## src/rtl/svdls_pkg.sv

```systemverilog
`default_nettype none
package svdls_pkg;

  localparam int MaxRows = 64;
  localparam int MaxCols = 16;
  localparam int RowW = $clog2(MaxRows);
  localparam int ColW = $clog2(MaxCols);

  typedef enum logic [2:0] {
    OP_LOAD_U = 3'd0,
    OP_LOAD_V = 3'd1,
    OP_LOAD_W = 3'd2,
    OP_LOAD_B = 3'd3,
    OP_SOLVE  = 3'd4
  } op_e;

  typedef enum logic [1:0] {
    REG_ROWS  = 2'd0,
    REG_COLS  = 2'd1,
    REG_RATIO = 2'd2
  } reg_e;

  typedef struct packed {
    logic [2:0]         operation;
    logic [5:0]         row;
    logic [3:0]         col;
    logic signed [31:0] value;
  } in_item_t;

  typedef struct packed {
    logic [3:0]         param_index;
    logic signed [31:0] param_value;
    logic               last;
  } out_item_t;

  typedef enum logic [3:0] {
    ST_IDLE,
    ST_DIV,
    ST_DOT_RD,
    ST_DOT_MUL,
    ST_DOT_ACC,
    ST_COEF,
    ST_COEF_ACC,
    ST_V_RD,
    ST_V_MUL,
    ST_V_ACC,
    ST_OUT_RD,
    ST_OUT
  } state_e;

  // controller -> datapath commands
  typedef struct packed {
    logic write_load;   // store the accepted load item
    logic div_start;    // start inverse of W[i]
    logic rd_dot;       // read U[j][i], b[j]
    logic mul_dot;      // register product operands result
    logic acc_dot;      // dot += product
    logic clr_dot;
    logic mul_coef;     // coef = dot * inv
    logic rd_v;         // read V[j][i], acc[j]
    logic mul_v;
    logic acc_v;        // acc[j] += product
    logic clr_acc;      // start acc[j] from zero instead of its old value
    logic rd_out;       // read acc[j]
    logic [RowW-1:0] j;
    logic [ColW-1:0] i;
  } cmd_t;

  typedef struct packed {
    logic div_done;
  } stat_t;

  // (a*b)>>16 truncated toward zero, saturated to 64 bits; magnitudes given
  function automatic logic signed [63:0] sat_scale(input logic neg,
                                                   input logic [95:0] mag);
    logic [79:0] sh;
    logic [63:0] lim;
    logic [63:0] r;
    sh  = mag[95:16];
    lim = neg ? 64'h8000_0000_0000_0000 : 64'h7FFF_FFFF_FFFF_FFFF;
    if (sh > {16'd0, lim}) r = lim;
    else r = sh[63:0];
    return neg ? -r : r;
  endfunction

  function automatic logic signed [63:0] sat_add(input logic signed [63:0] a,
                                                 input logic signed [63:0] b);
    logic signed [64:0] s;
    s = {a[63], a} + {b[63], b};
    if (s > 65'sh0_7FFF_FFFF_FFFF_FFFF) return 64'sh7FFF_FFFF_FFFF_FFFF;
    if (s < -65'sh0_8000_0000_0000_0000) return 64'sh8000_0000_0000_0000;
    return s[63:0];
  endfunction

  function automatic logic signed [31:0] sat32(input logic signed [63:0] v);
    if (v > 64'sh7FFF_FFFF) return 32'sh7FFF_FFFF;
    if (v < -64'sh8000_0000) return 32'sh8000_0000;
    return v[31:0];
  endfunction

  function automatic logic [63:0] abs64(input logic signed [63:0] v);
    return v[63] ? -v : v;
  endfunction

endpackage
`default_nettype wire

```

## src/rtl/svdls_ctrl.sv

```systemverilog
`default_nettype none
module svdls_ctrl (
  input  wire logic                  clk_i,
  input  wire logic                  rst_ni,
  input  wire logic                  in_valid_i,
  input  wire svdls_pkg::in_item_t   in_data_i,
  output logic                       in_ready_o,
  output logic                       out_valid_o,
  input  wire logic                  out_ready_i,
  output logic [3:0]                 out_index_o,
  output logic                       out_last_o,
  input  wire logic [6:0]            rows_i,
  input  wire logic [4:0]            cols_i,
  input  wire svdls_pkg::stat_t      stat_i,
  output svdls_pkg::cmd_t            cmd_o
);
  import svdls_pkg::*;

  state_e state_q, state_d;
  logic [RowW:0]   m_q, m_d;
  logic [ColW:0]   n_q, n_d;
  logic [RowW-1:0] j_q, j_d;
  logic [ColW-1:0] i_q, i_d;
  logic            ov_q, ov_d;
  logic            first_q, first_d;

  always_ff @(posedge clk_i or negedge rst_ni) begin
    if (!rst_ni) begin
      state_q <= ST_IDLE;
      m_q <= '0; n_q <= '0; j_q <= '0; i_q <= '0;
      ov_q <= 1'b0; first_q <= 1'b0;
    end else begin
      state_q <= state_d;
      m_q <= m_d; n_q <= n_d; j_q <= j_d; i_q <= i_d;
      ov_q <= ov_d; first_q <= first_d;
    end
  end

  always_comb begin
    state_d = state_q;
    m_d = m_q; n_d = n_q; j_d = j_q; i_d = i_q;
    ov_d = ov_q; first_d = first_q;
    cmd_o = '0;
    in_ready_o = 1'b0;
    if (ov_q && out_ready_i) ov_d = 1'b0;
    case (state_q)
      ST_IDLE: begin
        in_ready_o = 1'b1;
        if (in_valid_i) begin
          if (in_data_i.operation == OP_SOLVE) begin
            m_d = (rows_i == 7'd0) ? 7'd1 : ((rows_i > 7'(MaxRows)) ? 7'(MaxRows) : rows_i);
            n_d = (cols_i == 5'd0) ? 5'd1 : ((cols_i > 5'(MaxCols)) ? 5'(MaxCols) : cols_i);
            i_d = '0;
            first_d = 1'b1;
            state_d = ST_DIV;
            cmd_o.div_start = 1'b1;
          end else begin
            cmd_o.write_load = 1'b1;
          end
        end
      end
      ST_DIV: begin
        cmd_o.clr_dot = 1'b1;
        j_d = '0;
        if (stat_i.div_done) state_d = ST_DOT_RD;
      end
      ST_DOT_RD: begin
        cmd_o.rd_dot = 1'b1;
        state_d = ST_DOT_MUL;
      end
      ST_DOT_MUL: begin
        cmd_o.mul_dot = 1'b1;
        state_d = ST_DOT_ACC;
      end
      ST_DOT_ACC: begin
        cmd_o.acc_dot = 1'b1;
        if (7'(j_q) == m_q - 7'd1) begin
          state_d = ST_COEF;
        end else begin
          j_d = j_q + 1'b1;
          state_d = ST_DOT_RD;
        end
      end
      ST_COEF: begin
        cmd_o.mul_coef = 1'b1;
        state_d = ST_COEF_ACC;
      end
      ST_COEF_ACC: begin
        j_d = '0;
        state_d = ST_V_RD;
      end
      ST_V_RD: begin
        cmd_o.rd_v = 1'b1;
        state_d = ST_V_MUL;
      end
      ST_V_MUL: begin
        cmd_o.mul_v = 1'b1;
        state_d = ST_V_ACC;
      end
      ST_V_ACC: begin
        cmd_o.acc_v = 1'b1;
        cmd_o.clr_acc = first_q;
        if (5'(j_q) == n_q - 5'd1) begin
          first_d = 1'b0;
          if (5'(i_q) == n_q - 5'd1) begin
            j_d = '0;
            state_d = ST_OUT_RD;
          end else begin
            i_d = i_q + 1'b1;
            cmd_o.div_start = 1'b1;
            state_d = ST_DIV;
          end
        end else begin
          j_d = j_q + 1'b1;
          state_d = ST_V_RD;
        end
      end
      ST_OUT_RD: begin
        if (!ov_q || out_ready_i) begin
          cmd_o.rd_out = 1'b1;
          ov_d = 1'b1;
          state_d = ST_OUT;
        end
      end
      ST_OUT: begin
        if (out_ready_i) begin
          if (5'(j_q) == n_q - 5'd1) begin
            state_d = ST_IDLE;
          end else begin
            j_d = j_q + 1'b1;
            state_d = ST_OUT_RD;
          end
        end
      end
      default: state_d = ST_IDLE;
    endcase
    cmd_o.j = j_q;
    // next column, so a divider start reads the singular value it inverts
    cmd_o.i = i_d;
  end

  assign out_valid_o = ov_q;
  assign out_index_o = 4'(j_q);
  assign out_last_o  = (5'(j_q) == n_q - 5'd1);

  a_ready_idle: assert property (@(posedge clk_i) disable iff (!rst_ni)
    in_ready_o |-> state_q == ST_IDLE) else $error("ready outside idle");
  a_out_state: assert property (@(posedge clk_i) disable iff (!rst_ni)
    out_valid_o |-> state_q == ST_OUT) else $error("result outside output state");
  a_n_range: assert property (@(posedge clk_i) disable iff (!rst_ni)
    state_q != ST_IDLE |-> (n_q >= 5'd1 && m_q >= 7'd1)) else $error("bad size");
endmodule
`default_nettype wire

```

## config.mk

```make
export PLATFORM = sky130hd
export DESIGN_NAME = svdls_ctrl
export DESIGN_NICKNAME = d
export VERILOG_FILES = /design/src/rtl/svdls_pkg.sv /design/src/rtl/svdls_ctrl.sv
export SDC_FILE = /design/constraint.sdc
export NUM_CORES = 1
export LEC_CHECK = 0
export BUFFER_PORTS_ARGS = -buffer_cell sky130_fd_sc_hd__buf_2
export CORE_ASPECT_RATIO = 1.2
export CORE_MARGIN = 8
export CORE_UTILIZATION = 43
export CTS_CLUSTER_DIAMETER = 50
export DETAILED_ROUTE_END_ITERATION = 16
export GPL_TIMING_DRIVEN = 0
export HOLD_SLACK_MARGIN = 0.1
export PLACE_DENSITY = 0.81
export SETUP_SLACK_MARGIN = 0.2
export SYNTH_ARGS = -nofsm -noshare
export SYNTH_HDL_FRONTEND = slang
export SYNTH_SLANG_ARGS = --single-unit
```

## constraint.sdc

```tcl
create_clock -name clk_i -period 2.9 [get_ports clk_i]
set_clock_uncertainty 0.2 [all_clocks]
set_input_delay 0.58 -clock clk_i [delete_from_list [all_inputs] [get_ports clk_i]]
set_output_delay 0.58 -clock clk_i [all_outputs]
set_load 0.005 [all_outputs]
```

==> results_dict.tcl <==
set metrics [dict create \
    cts_buffer_depth 2 \
    swShare_pct 44.6 \
    start_util_pct 43.4 \
    slowest_stage "dfrtp_1" \
    p_clk_share_pct 10.3 \
    grt_use_total_pct 15.6 \
    placementRows 28 \
    grt_pass1_wl_um 9690 \
    ys_warn_count 0 \
    drt_first_pass_iters 4 \
    reg2reg_slack_ns 0.16 \
    regArea_um2 704 \
    fin_util_pct 57.4 \
    path_clk_slew_ns 0.10 \
    htreeDepth 1 \
    criticalPathCategory "reg2out" \
    finalWorstSetupSlack_ns -0.246 \
    ys_async_sr_fraction_pct 100 \
    synth.avg_cell_area_um2 8.50 \
    grt_pass1_vias 2145 \
    ys.flop_type "dfrtp_1" \
    overflow 0 \
    drt_iter0_drc 119 \
    r2r-end "j_q[4]" \
    io_pins 91 \
    drt-total-wl_um 5820 \
    wl_met1_um 2390 \
    die-area_um2 7380 \
    grt_start_max_net_pins 29 \
    rsz0062_at_grt "yes" \
    cts_tree "done" \
    antenna_cells 0 \
    end_kind "primary output" \
    setup-tns-final_ns -1.04 \
    mostFrequentLayoutCells "buf_2, dfrtp_1, buf_4" \
    io_buffers 48 \
    synth_seq_cells 28 \
    placedInstanceArea_um2 2440 \
    worst_pin_slew_ns 0.655 \
    globalplace.congestion 0.915 \
    violations "setup timing" \
    synth_cell_types 52 \
    multi_input_area_um2 1400 \
    wl_met2_um 3140 \
    fp.dieH_um 92.5 \
    setup_viol 5 \
    top_layer "met4" \
    wl_per_cell_um 15.4 \
    pwr-share-seq_pct 26.2 \
    max_slew_margin_pct 56.3 \
    r2r_cells 11 \
    drive_gt1_share_pct 35.5 \
    die_width_um 79.8 \
    syn_inst 247 \
    hold_class "in2async" \
    syn_to_final_growth_pct 32.1 \
    finalHoldViolations 0 \
    required_ns 2.12 \
    cts.sinks 28 \
    layout_commonest_cell "buf_2" \
    cts-root-buf "clkbuf_8" \
    ant_nets 0 \
    synth.cell_area_um2 2100 \
    vdd_ir_drop_max_uv 507 \
    crit_chain "inv_2, ha_4, buf_6, and4bb_2, o211ai_1, a311o_2, inv_4, nand3_4, o211ai_1, o31ai_2, buf_2" \
    slowest_delay_ns 0.41 \
    hold_slack_ns 0.113 \
    met3_length_um 240 \
    yosys.area.top_type_share_pct 33.4 \
    vias 2151 \
    seq_area_frac_synth_pct 33.4 \
    post-dp-hpwl_um 4120 \
    synth.largest_area_cell "dfrtp_1" \
    ys_top_cells_by_area "dfrtp_1, o21ai_0, xor2_1, nand2b_1, nor3_1" \
    design_area_um2 2770 \
    timing.rr.start "n_q[1]" \
    nets 385 \
    min_period_ns 3.15 \
    clk_latency_ns 0.28 \
    n_fill_cell 425 \
    timing_max_transition_violations_final 0 \
    cap_violations 0 \
    viasPerCell 5.69 \
    critical_path_arrival_ns 2.37 \
    powerDensity_nw_per_um2 1100 \
    antenna_found_initial 0 \
    syn-num-nets 313 \
    cp-start-kind "flip-flop" \
    status "finished with violations" \
    period_share_pct 108 \
    p_total_mw 3.04 \
    p_int_mw 1.68 \
    coreArea_um2 4830 \
    synth-edff-count 0 \
    p_comb_share_pct 63.5 \
    cp_common_cell "o211ai_1" \
    p_sw_mw 1.36 \
    cp_max_fo 6 \
    numCtsBuffers 3 \
    fmax_mhz 318 \
    p_leak_nw 1.28 \
    postCtsHoldBufs 0 \
    drc 0 \
]
==> power groups by stage <==
stage                     Sequential, mW  Combinational (mW)  Clock, mW
after global placement             0.781                1.58          0
after global routing               0.824                2.14      0.338
after floorplan                    0.719                1.26          0
after detailed placement           0.789                1.63          0
after CTS                          0.780                1.77      0.317
final                              0.796                1.93      0.314
==> cell type report <==
type,count,share of cell area [%]
buffer,14,2.57
clock buffer,3,1.49
clock inverter,1,1.08
inverter,13,1.85
multi-input combinational,192,50.3
sequential,28,25.4
tap,60,2.71
timing repair buffer,67,14.6
==> worst max-delay path: cells and delay by family (launching register included) <==
kind,cells,cell delay (ns)
flip-flops,1,0.41
buffers and inverters,4,0.39
adder cells (fa/ha/maj),1,0.15
AND/OR/NAND/NOR,2,0.30
AO/OA/AOI/OAI,4,0.84
==> state kept, by name, indices dropped and copies added, names as in the netlist <==
signal       count
first_q          1
i_q              4
j_q              6
m_q              7
n_q              5
out_valid_o      1
state_q          4
==> cell usage after synthesis (all sizes together) (4+ instances only) <==
| master | count |
|---|---|
| a211oi | 4 |
| a21oi | 6 |
| a31oi | 5 |
| buf | 6 |
| clkbuf | 8 |
| dfrtp | 28 |
| ha | 4 |
| inv | 13 |
| nand2 | 17 |
| nand2b | 12 |
| nand3 | 13 |
| nor2 | 17 |
| nor2b | 6 |
| nor3 | 15 |
| o211ai | 4 |
| o21ai | 19 |
| o31ai | 6 |
| or3 | 5 |
| xnor2 | 7 |
| xor2 | 9 |
==> what timing repair did <==
action	CTS	global route
pin swaps	5	5
setup endpoints to repair	14	16
buffers inserted	12	7
gates resized for setup	14	25
==> worst max path at each step <==
stage,from,end,slack [ns],depth (start not counted)
4_1_cts,n_q[1],cmd_o[2],-0.30,10
5_1_grt,n_q[1],cmd_o[3],-0.37,11
3_5_place_dp,n_q[0],cmd_o[2],-0.19,10
3_3_place_gp,n_q[0],cmd_o[2],-0.17,10
6_report,n_q[1],cmd_o[3],-0.25,11
2_1_floorplan,n_q[0],cmd_o[2],0.10,9
==> cell families (layout without fill, tap and decap cells) <==
family	after synthesis	in the layout	synth area share, %
multiplexers	3	3	1.61
XOR/XNOR	17	17	7.75
AND/OR/NAND/NOR	103	103	26.7
flip-flops	28	28	33.4
adder cells (fa/ha/maj)	4	4	2.38
buffers and inverters	27	98	5.60
AO/OA/AOI/OAI	65	65	22.6
==> per-layer routing <==
| layer | vias to the layer above | track usage [%] |
|---|---|---|
| li1 | 1035 | - |
| met1 | 1053 | 18.4 |
| met2 | 58 | 28.0 |
| met3 | 5 | 2.03 |
| met4 | 0 | 5.02 |
| met5 | - | 0 |
==> per-stage QoR <==
stage                     setup slack (ns)  instances
after floorplan                      0.102        247
after global placement              -0.165        355
after detailed placement            -0.188        355
after CTS                           -0.299        371
after global routing                -0.373        378
final                               -0.246        378
No activity file was read; power rests on OpenSTA's default activity.
